**src/hdl/bst_pkg.sv**
```systemverilog
package bst_pkg;

    // Fixed-point format and tracker constants
    localparam int FRAC_BITS  = 16;
    localparam int PEAK_START = 60;
    localparam int EPS_CALC   = ((1 << FRAC_BITS) + 500) / 1000;
    localparam int EPS_RAW    = (EPS_CALC == 0) ? 1 : EPS_CALC;

    // Shared unit widths
    localparam int DIVD_W = 50;
    localparam int DIVS_W = 25;
    localparam int RAD_W  = 64;
    localparam int ROOT_W = 32;

    // Register indexes
    localparam logic REG_WINDOW   = 1'b0;
    localparam logic REG_INIT_VAR = 1'b1;

    // Datapath operations
    localparam logic [4:0] OP_NONE     = 5'd0;
    localparam logic [4:0] OP_CAPTURE  = 5'd1;
    localparam logic [4:0] OP_CLR_ACC  = 5'd2;
    localparam logic [4:0] OP_SQ       = 5'd3;
    localparam logic [4:0] OP_ACC      = 5'd4;
    localparam logic [4:0] OP_SQRT_DEV = 5'd5;
    localparam logic [4:0] OP_DEV_SET  = 5'd6;
    localparam logic [4:0] OP_MUL_MEAN = 5'd7;
    localparam logic [4:0] OP_NUM_MEAN = 5'd8;
    localparam logic [4:0] OP_DIV_MEAN = 5'd9;
    localparam logic [4:0] OP_MEAN_SET = 5'd10;
    localparam logic [4:0] OP_VSUM     = 5'd11;
    localparam logic [4:0] OP_SQRT_VAR = 5'd12;
    localparam logic [4:0] OP_DIV_SIG  = 5'd13;
    localparam logic [4:0] OP_SIG_SET  = 5'd14;
    localparam logic [4:0] OP_MUL_VAR  = 5'd15;
    localparam logic [4:0] OP_DIV_VAR  = 5'd16;
    localparam logic [4:0] OP_VAR_SET  = 5'd17;
    localparam logic [4:0] OP_INIT     = 5'd18;
    localparam logic [4:0] OP_SKIP     = 5'd19;
    localparam logic [4:0] OP_OUT      = 5'd20;

    typedef struct packed {
        logic [4:0] op;
        logic [1:0] axis;
    } cmd_t;

    typedef struct packed {
        logic kind;
        logic full;
        logic div_done;
        logic sqrt_done;
        logic out_busy;
    } status_t;

endpackage

```
**src/hdl/bst_ctrl.sv**
```systemverilog
module bst_ctrl
    import bst_pkg::*;
(
    input  logic    aclk,
    input  logic    aresetn,
    input  logic    s_valid,
    output logic    s_ready,
    input  status_t stat,
    output cmd_t    cmd
);

    localparam logic [4:0] S_IDLE     = 5'd0;
    localparam logic [4:0] S_SEL      = 5'd1;
    localparam logic [4:0] S_CLR      = 5'd2;
    localparam logic [4:0] S_SQ       = 5'd3;
    localparam logic [4:0] S_ACC      = 5'd4;
    localparam logic [4:0] S_SQRT_DEV = 5'd5;
    localparam logic [4:0] S_W_DEV    = 5'd6;
    localparam logic [4:0] S_INIT     = 5'd7;
    localparam logic [4:0] S_SKIP     = 5'd8;
    localparam logic [4:0] S_MUL_MEAN = 5'd9;
    localparam logic [4:0] S_NUM_MEAN = 5'd10;
    localparam logic [4:0] S_DIV_MEAN = 5'd11;
    localparam logic [4:0] S_W_MEAN   = 5'd12;
    localparam logic [4:0] S_VSUM     = 5'd13;
    localparam logic [4:0] S_SQRT_VAR = 5'd14;
    localparam logic [4:0] S_W_ROOT   = 5'd15;
    localparam logic [4:0] S_DIV_SIG  = 5'd16;
    localparam logic [4:0] S_W_SIG    = 5'd17;
    localparam logic [4:0] S_MUL_VAR  = 5'd18;
    localparam logic [4:0] S_DIV_VAR  = 5'd19;
    localparam logic [4:0] S_W_VAR    = 5'd20;
    localparam logic [4:0] S_OUT      = 5'd21;

    logic [4:0] state_reg, state_next;
    logic [1:0] axis_reg, axis_next;
    logic       phase_reg, phase_next;

    // sequencer: one word at a time through the shared units
    always_comb begin
        state_next = state_reg;
        axis_next  = axis_reg;
        phase_next = phase_reg;
        cmd.op     = OP_NONE;
        cmd.axis   = axis_reg;
        case (state_reg)
            S_IDLE: begin
                if (s_valid) begin
                    cmd.op     = OP_CAPTURE;
                    state_next = S_SEL;
                end
            end
            S_SEL: begin
                axis_next  = 2'd0;
                phase_next = 1'b0;
                if (!stat.kind && stat.full) begin
                    state_next = S_SKIP;
                end else begin
                    state_next = S_CLR;
                end
            end
            S_CLR: begin
                cmd.op     = OP_CLR_ACC;
                state_next = S_SQ;
            end
            S_SQ: begin
                cmd.op     = OP_SQ;
                state_next = S_ACC;
            end
            S_ACC: begin
                cmd.op = OP_ACC;
                if (axis_reg == 2'd2) begin
                    axis_next  = 2'd0;
                    state_next = phase_reg ? S_VSUM : S_SQRT_DEV;
                end else begin
                    axis_next  = axis_reg + 2'd1;
                    state_next = S_SQ;
                end
            end
            S_SQRT_DEV: begin
                cmd.op     = OP_SQRT_DEV;
                state_next = S_W_DEV;
            end
            S_W_DEV: begin
                if (stat.sqrt_done) begin
                    cmd.op     = OP_DEV_SET;
                    state_next = stat.kind ? S_INIT : S_MUL_MEAN;
                end
            end
            S_INIT: begin
                cmd.op     = OP_INIT;
                state_next = S_OUT;
            end
            S_SKIP: begin
                cmd.op     = OP_SKIP;
                state_next = S_OUT;
            end
            S_MUL_MEAN: begin
                cmd.op     = OP_MUL_MEAN;
                state_next = S_NUM_MEAN;
            end
            S_NUM_MEAN: begin
                cmd.op     = OP_NUM_MEAN;
                state_next = S_DIV_MEAN;
            end
            S_DIV_MEAN: begin
                cmd.op     = OP_DIV_MEAN;
                state_next = S_W_MEAN;
            end
            S_W_MEAN: begin
                if (stat.div_done) begin
                    cmd.op = OP_MEAN_SET;
                    if (axis_reg == 2'd2) begin
                        axis_next  = 2'd0;
                        phase_next = 1'b1;
                        state_next = S_CLR;
                    end else begin
                        axis_next  = axis_reg + 2'd1;
                        state_next = S_MUL_MEAN;
                    end
                end
            end
            S_VSUM: begin
                cmd.op     = OP_VSUM;
                state_next = S_SQRT_VAR;
            end
            S_SQRT_VAR: begin
                cmd.op     = OP_SQRT_VAR;
                state_next = S_W_ROOT;
            end
            S_W_ROOT: begin
                if (stat.sqrt_done) begin
                    state_next = S_DIV_SIG;
                end
            end
            S_DIV_SIG: begin
                cmd.op     = OP_DIV_SIG;
                state_next = S_W_SIG;
            end
            S_W_SIG: begin
                if (stat.div_done) begin
                    cmd.op     = OP_SIG_SET;
                    state_next = S_MUL_VAR;
                end
            end
            S_MUL_VAR: begin
                cmd.op     = OP_MUL_VAR;
                state_next = S_DIV_VAR;
            end
            S_DIV_VAR: begin
                cmd.op     = OP_DIV_VAR;
                state_next = S_W_VAR;
            end
            S_W_VAR: begin
                if (stat.div_done) begin
                    cmd.op     = OP_VAR_SET;
                    state_next = S_OUT;
                end
            end
            S_OUT: begin
                if (!stat.out_busy) begin
                    cmd.op     = OP_OUT;
                    state_next = S_IDLE;
                end
            end
            default: begin
                state_next = S_IDLE;
            end
        endcase
    end

    always_ff @(posedge aclk) begin
        if (!aresetn) begin
            state_reg <= S_IDLE;
            axis_reg  <= 2'd0;
            phase_reg <= 1'b0;
        end else begin
            state_reg <= state_next;
            axis_reg  <= axis_next;
            phase_reg <= phase_next;
        end
    end

    // no word is taken while reset is held
    assign s_ready = aresetn && (state_reg == S_IDLE);

endmodule

```
**config.mk**
```make
export PLATFORM = sky130hd
export DESIGN_NAME = bst_ctrl
export DESIGN_NICKNAME = d
export VERILOG_FILES = /design/src/hdl/bst_pkg.sv /design/src/hdl/bst_ctrl.sv
export SDC_FILE = /design/constraint.sdc
export NUM_CORES = 1
export LEC_CHECK = 0
export BUFFER_PORTS_ARGS = -buffer_cell sky130_fd_sc_hd__buf_2
export CORE_MARGIN = 5
export CORE_UTILIZATION = 33
export CTS_CLUSTER_SIZE = 30
export DETAILED_ROUTE_END_ITERATION = 6
export PLACE_DENSITY = 0.5
export SKIP_CTS_REPAIR_TIMING = 1
export SLEW_MARGIN = 20
export SYNTH_ARGS = -nofsm -noshare
export SYNTH_HDL_FRONTEND = slang
export SYNTH_SLANG_ARGS = --single-unit
```
**constraint.sdc**
```tcl
create_clock -name aclk -period 2 [get_ports aclk]
set_input_delay 0.4 -clock aclk [delete_from_list [all_inputs] [get_ports aclk]]
set_output_delay 0.4 -clock aclk [all_outputs]
set_load 0.005 [all_outputs]
```
==> results.yml <==
die:
  die_height_um: 64.9
  ios: 16
  std_cell_rows: 20
  fp.coreArea_um2: 2980
  dieWidth_um: 64.9
  dieArea_um2: 4210
  initial_utilization: 0.334
run:
  maxCapViolCount: 0
run_status:
  status: "completed"
sta:
  maxSlewHeadroom: 0.684
  fmax_ghz: 0.522
  fin_ws_ns: 0.0858
  hold_viol: 0
  final-setup-viol-count: 0
  post-route-period-util: 0.957
  tightest_slew_ns: 0.471
  grt_setup_unrepaired: "yes"
  drv_slew: 0
  post-route-min-period_ns: 1.91
  fin_tns_setup_ns: 0
  timing.hold.ws_ns: 0.476
  finClkSkew_ns: 0.000712
placed_design:
  place_area_um2: 1130
  place_congestion: 0.886
  dp_cells: 186
  io_buffers: 15
  dp_slack_ns: 0.0212
  hpwl_mm: 2.28
critical_path:
  critPathKind: "flip-flop to primary output"
  end_kind: "primary output"
  cp-start-kind: "flip-flop"
  arrival_ns: 1.51
  reg2reg_slack_ns: 0.19
  critPathRequiredTime_ns: 1.60
  cp_max_fo: 9
pwr:
  peakVddDrop_mv: 0.516
  p_per_area_nw_per_um2: 1120
  seqPwrFrac: 0.217
  power_leakage_nw: 0.481
  power.total_mw: 1.37
  clockPowerShare: 0.085
  internal_power_uw: 730
  pwr-share-comb: 0.698
  switching_power_uw: 636
  sw_frac_of_total: 0.466
detailed_routing:
  dr.pass1.iters: 4
  drt-wirelength-per-cell_um: 15.8
  drt.antenna.violating_nets: 0
  drcViolationCount: 0
  dr.first_iter.drc_count: 62
  vias: 1154
  vias_per_cell: 5.95
  finalWirelength_mm: 3.06
grt:
  grt_pass1_wl_mm: 4.99
  antenna_found_initial: 0
  grt_overflow: 0
  grt_use_total: 0.147
  grt_max_degree: 19
  grt_pass1_vias: 1051
synth:
  synth_area_leaders: "dfxtp_1 (16%), o21ai_0 (6.0%), nor2_1 (4.5%)"
  syn_area_um2: 993
  yosysWarnings: 0
  syn_inst: 138
  ys_types: 46
  synth_top_area_share: 0.161
  avgSynthCellArea_um2: 7.20
  synth_common_cells: "nor2_1 (12), o21ai_0 (12), a21oi_1 (8), dfxtp_1 (8), nand2_1 (8)"
  synth_seq_cells: 8
  yosysSeqAreaShare: 0.161
  yosys.area.top_type: "dfxtp_1"
  synth_edf_count: 0
  syn_nets: 146
  ys_async_sr_fraction: 0
  ys.flop_type: "dfxtp_1"
finish:
  fin_cells: 194
  fillCellCount: 338
  stdcell_area_um2: 1220
  largest_reg_flops: 5
  drive_gt1_frac: 0.317
  finalCoreUtilization: 0.411
  area_delta_synth_final_pct: 23.2
  fin_nets: 171
  antennaDiodeCount: 0
cts:
  cts.sinks: 8
  cts-root-buf: "clkbuf_4"
  path_clk_slew_ns: 0.05
  numCtsBuffers: 3
  cts_tree: "yes"
  cts_max_level: 1
  clk_latency_ns: 0.25
  clockBufferDepth: 2
hold_path:
  hold_path_class: "input pin to flip-flop"
[final cells by class]
cell class              instances  area [um^2]  share of cell area
multi-input cells             114          758               0.620
repair buffers                 33          214               0.175
flip-flops and latches          8          176               0.144
well taps                      33         41.3              0.0337
clock buffers                   3         22.5              0.0184
inverters                       3         11.3             0.00920
[routing by layer]
layer / part of all wire / routed length, um / vias up / global-route usage
met5: 0 / 0 / - / 0
met4: 0 / 0 / 0 / 0.00792
met3: 0.054 / 166 / 0 / 0.0347
met2: 0.51 / 1560 / 35 / 0.261
met1: 0.44 / 1330 / 554 / 0.189
li1: - / - / 565 / -
[power groups by stage]
stage          clock, mW  combinational [mW]  sequential (mW)
4_1_cts            0.125               0.868            0.280
5_1_grt            0.139                1.04            0.305
2_1_floorplan          0               0.686            0.225
3_5_place_dp           0               0.864            0.282
6_report           0.117               0.953            0.296
3_3_place_gp           0               0.864            0.283
[worst max-delay path, stage by stage (launching register included)]
cell	delay [ns]
dfxtp_4	0.37
buf_4	0.15
buf_4	0.15
nand2b_1	0.17
a2bb2oi_1	0.16
o22ai_1	0.13
buf_2	0.13
[layout by cell type (no fill, tap or decap), types with 2 or more instances in the layout]
cell type | synthesis | layout
o21ai_1 | 4 | 4
o21ai_0 | 12 | 12
xor2_1 | 3 | 3
clkbuf_4 | 0 | 3
o31ai_1 | 3 | 3
nand3b_1 | 3 | 3
mux2i_1 | 3 | 3
a2bb2oi_1 | 2 | 2
buf_2 | 5 | 15
nand3_1 | 4 | 4
nand2b_1 | 6 | 6
nor4b_2 | 2 | 2
o22ai_1 | 3 | 3
a21oi_1 | 8 | 8
dfxtp_1 | 8 | 3
nor2b_1 | 5 | 4
buf_4 | 0 | 17
o31ai_2 | 2 | 2
nor3_1 | 5 | 5
nand2_1 | 8 | 8
dfxtp_4 | 0 | 4
o22a_1 | 2 | 2
nor2_1 | 12 | 11
inv_1 | 3 | 3
a221oi_1 | 2 | 2
or4_4 | 1 | 2
o211ai_1 | 3 | 3
a22oi_1 | 2 | 2
[logic make-up after synthesis]
logic type	count (synthesis)	share of synthesized area
simple gates	56	0.330
compound gates	51	0.354
mux	3	0.0302
buf+inv	16	0.0894
flops	8	0.161
xor+xnor	4	0.0353
[path summary, 6_finish.rpt]
kind                        startpoint                        end  cells past startpoint
max reg2reg  state_reg[0]$_SDFFE_PN0P_  state_reg[0]$_SDFFE_PN0P_                      5
max          state_reg[2]$_SDFFE_PN0P_                     cmd[4]                      6
min reg2reg  state_reg[0]$_SDFFE_PN0P_  state_reg[0]$_SDFFE_PN0P_                      2
min                            aresetn  state_reg[0]$_SDFFE_PN0P_                      3
Note: power is estimated with default switching activity, not from simulation.
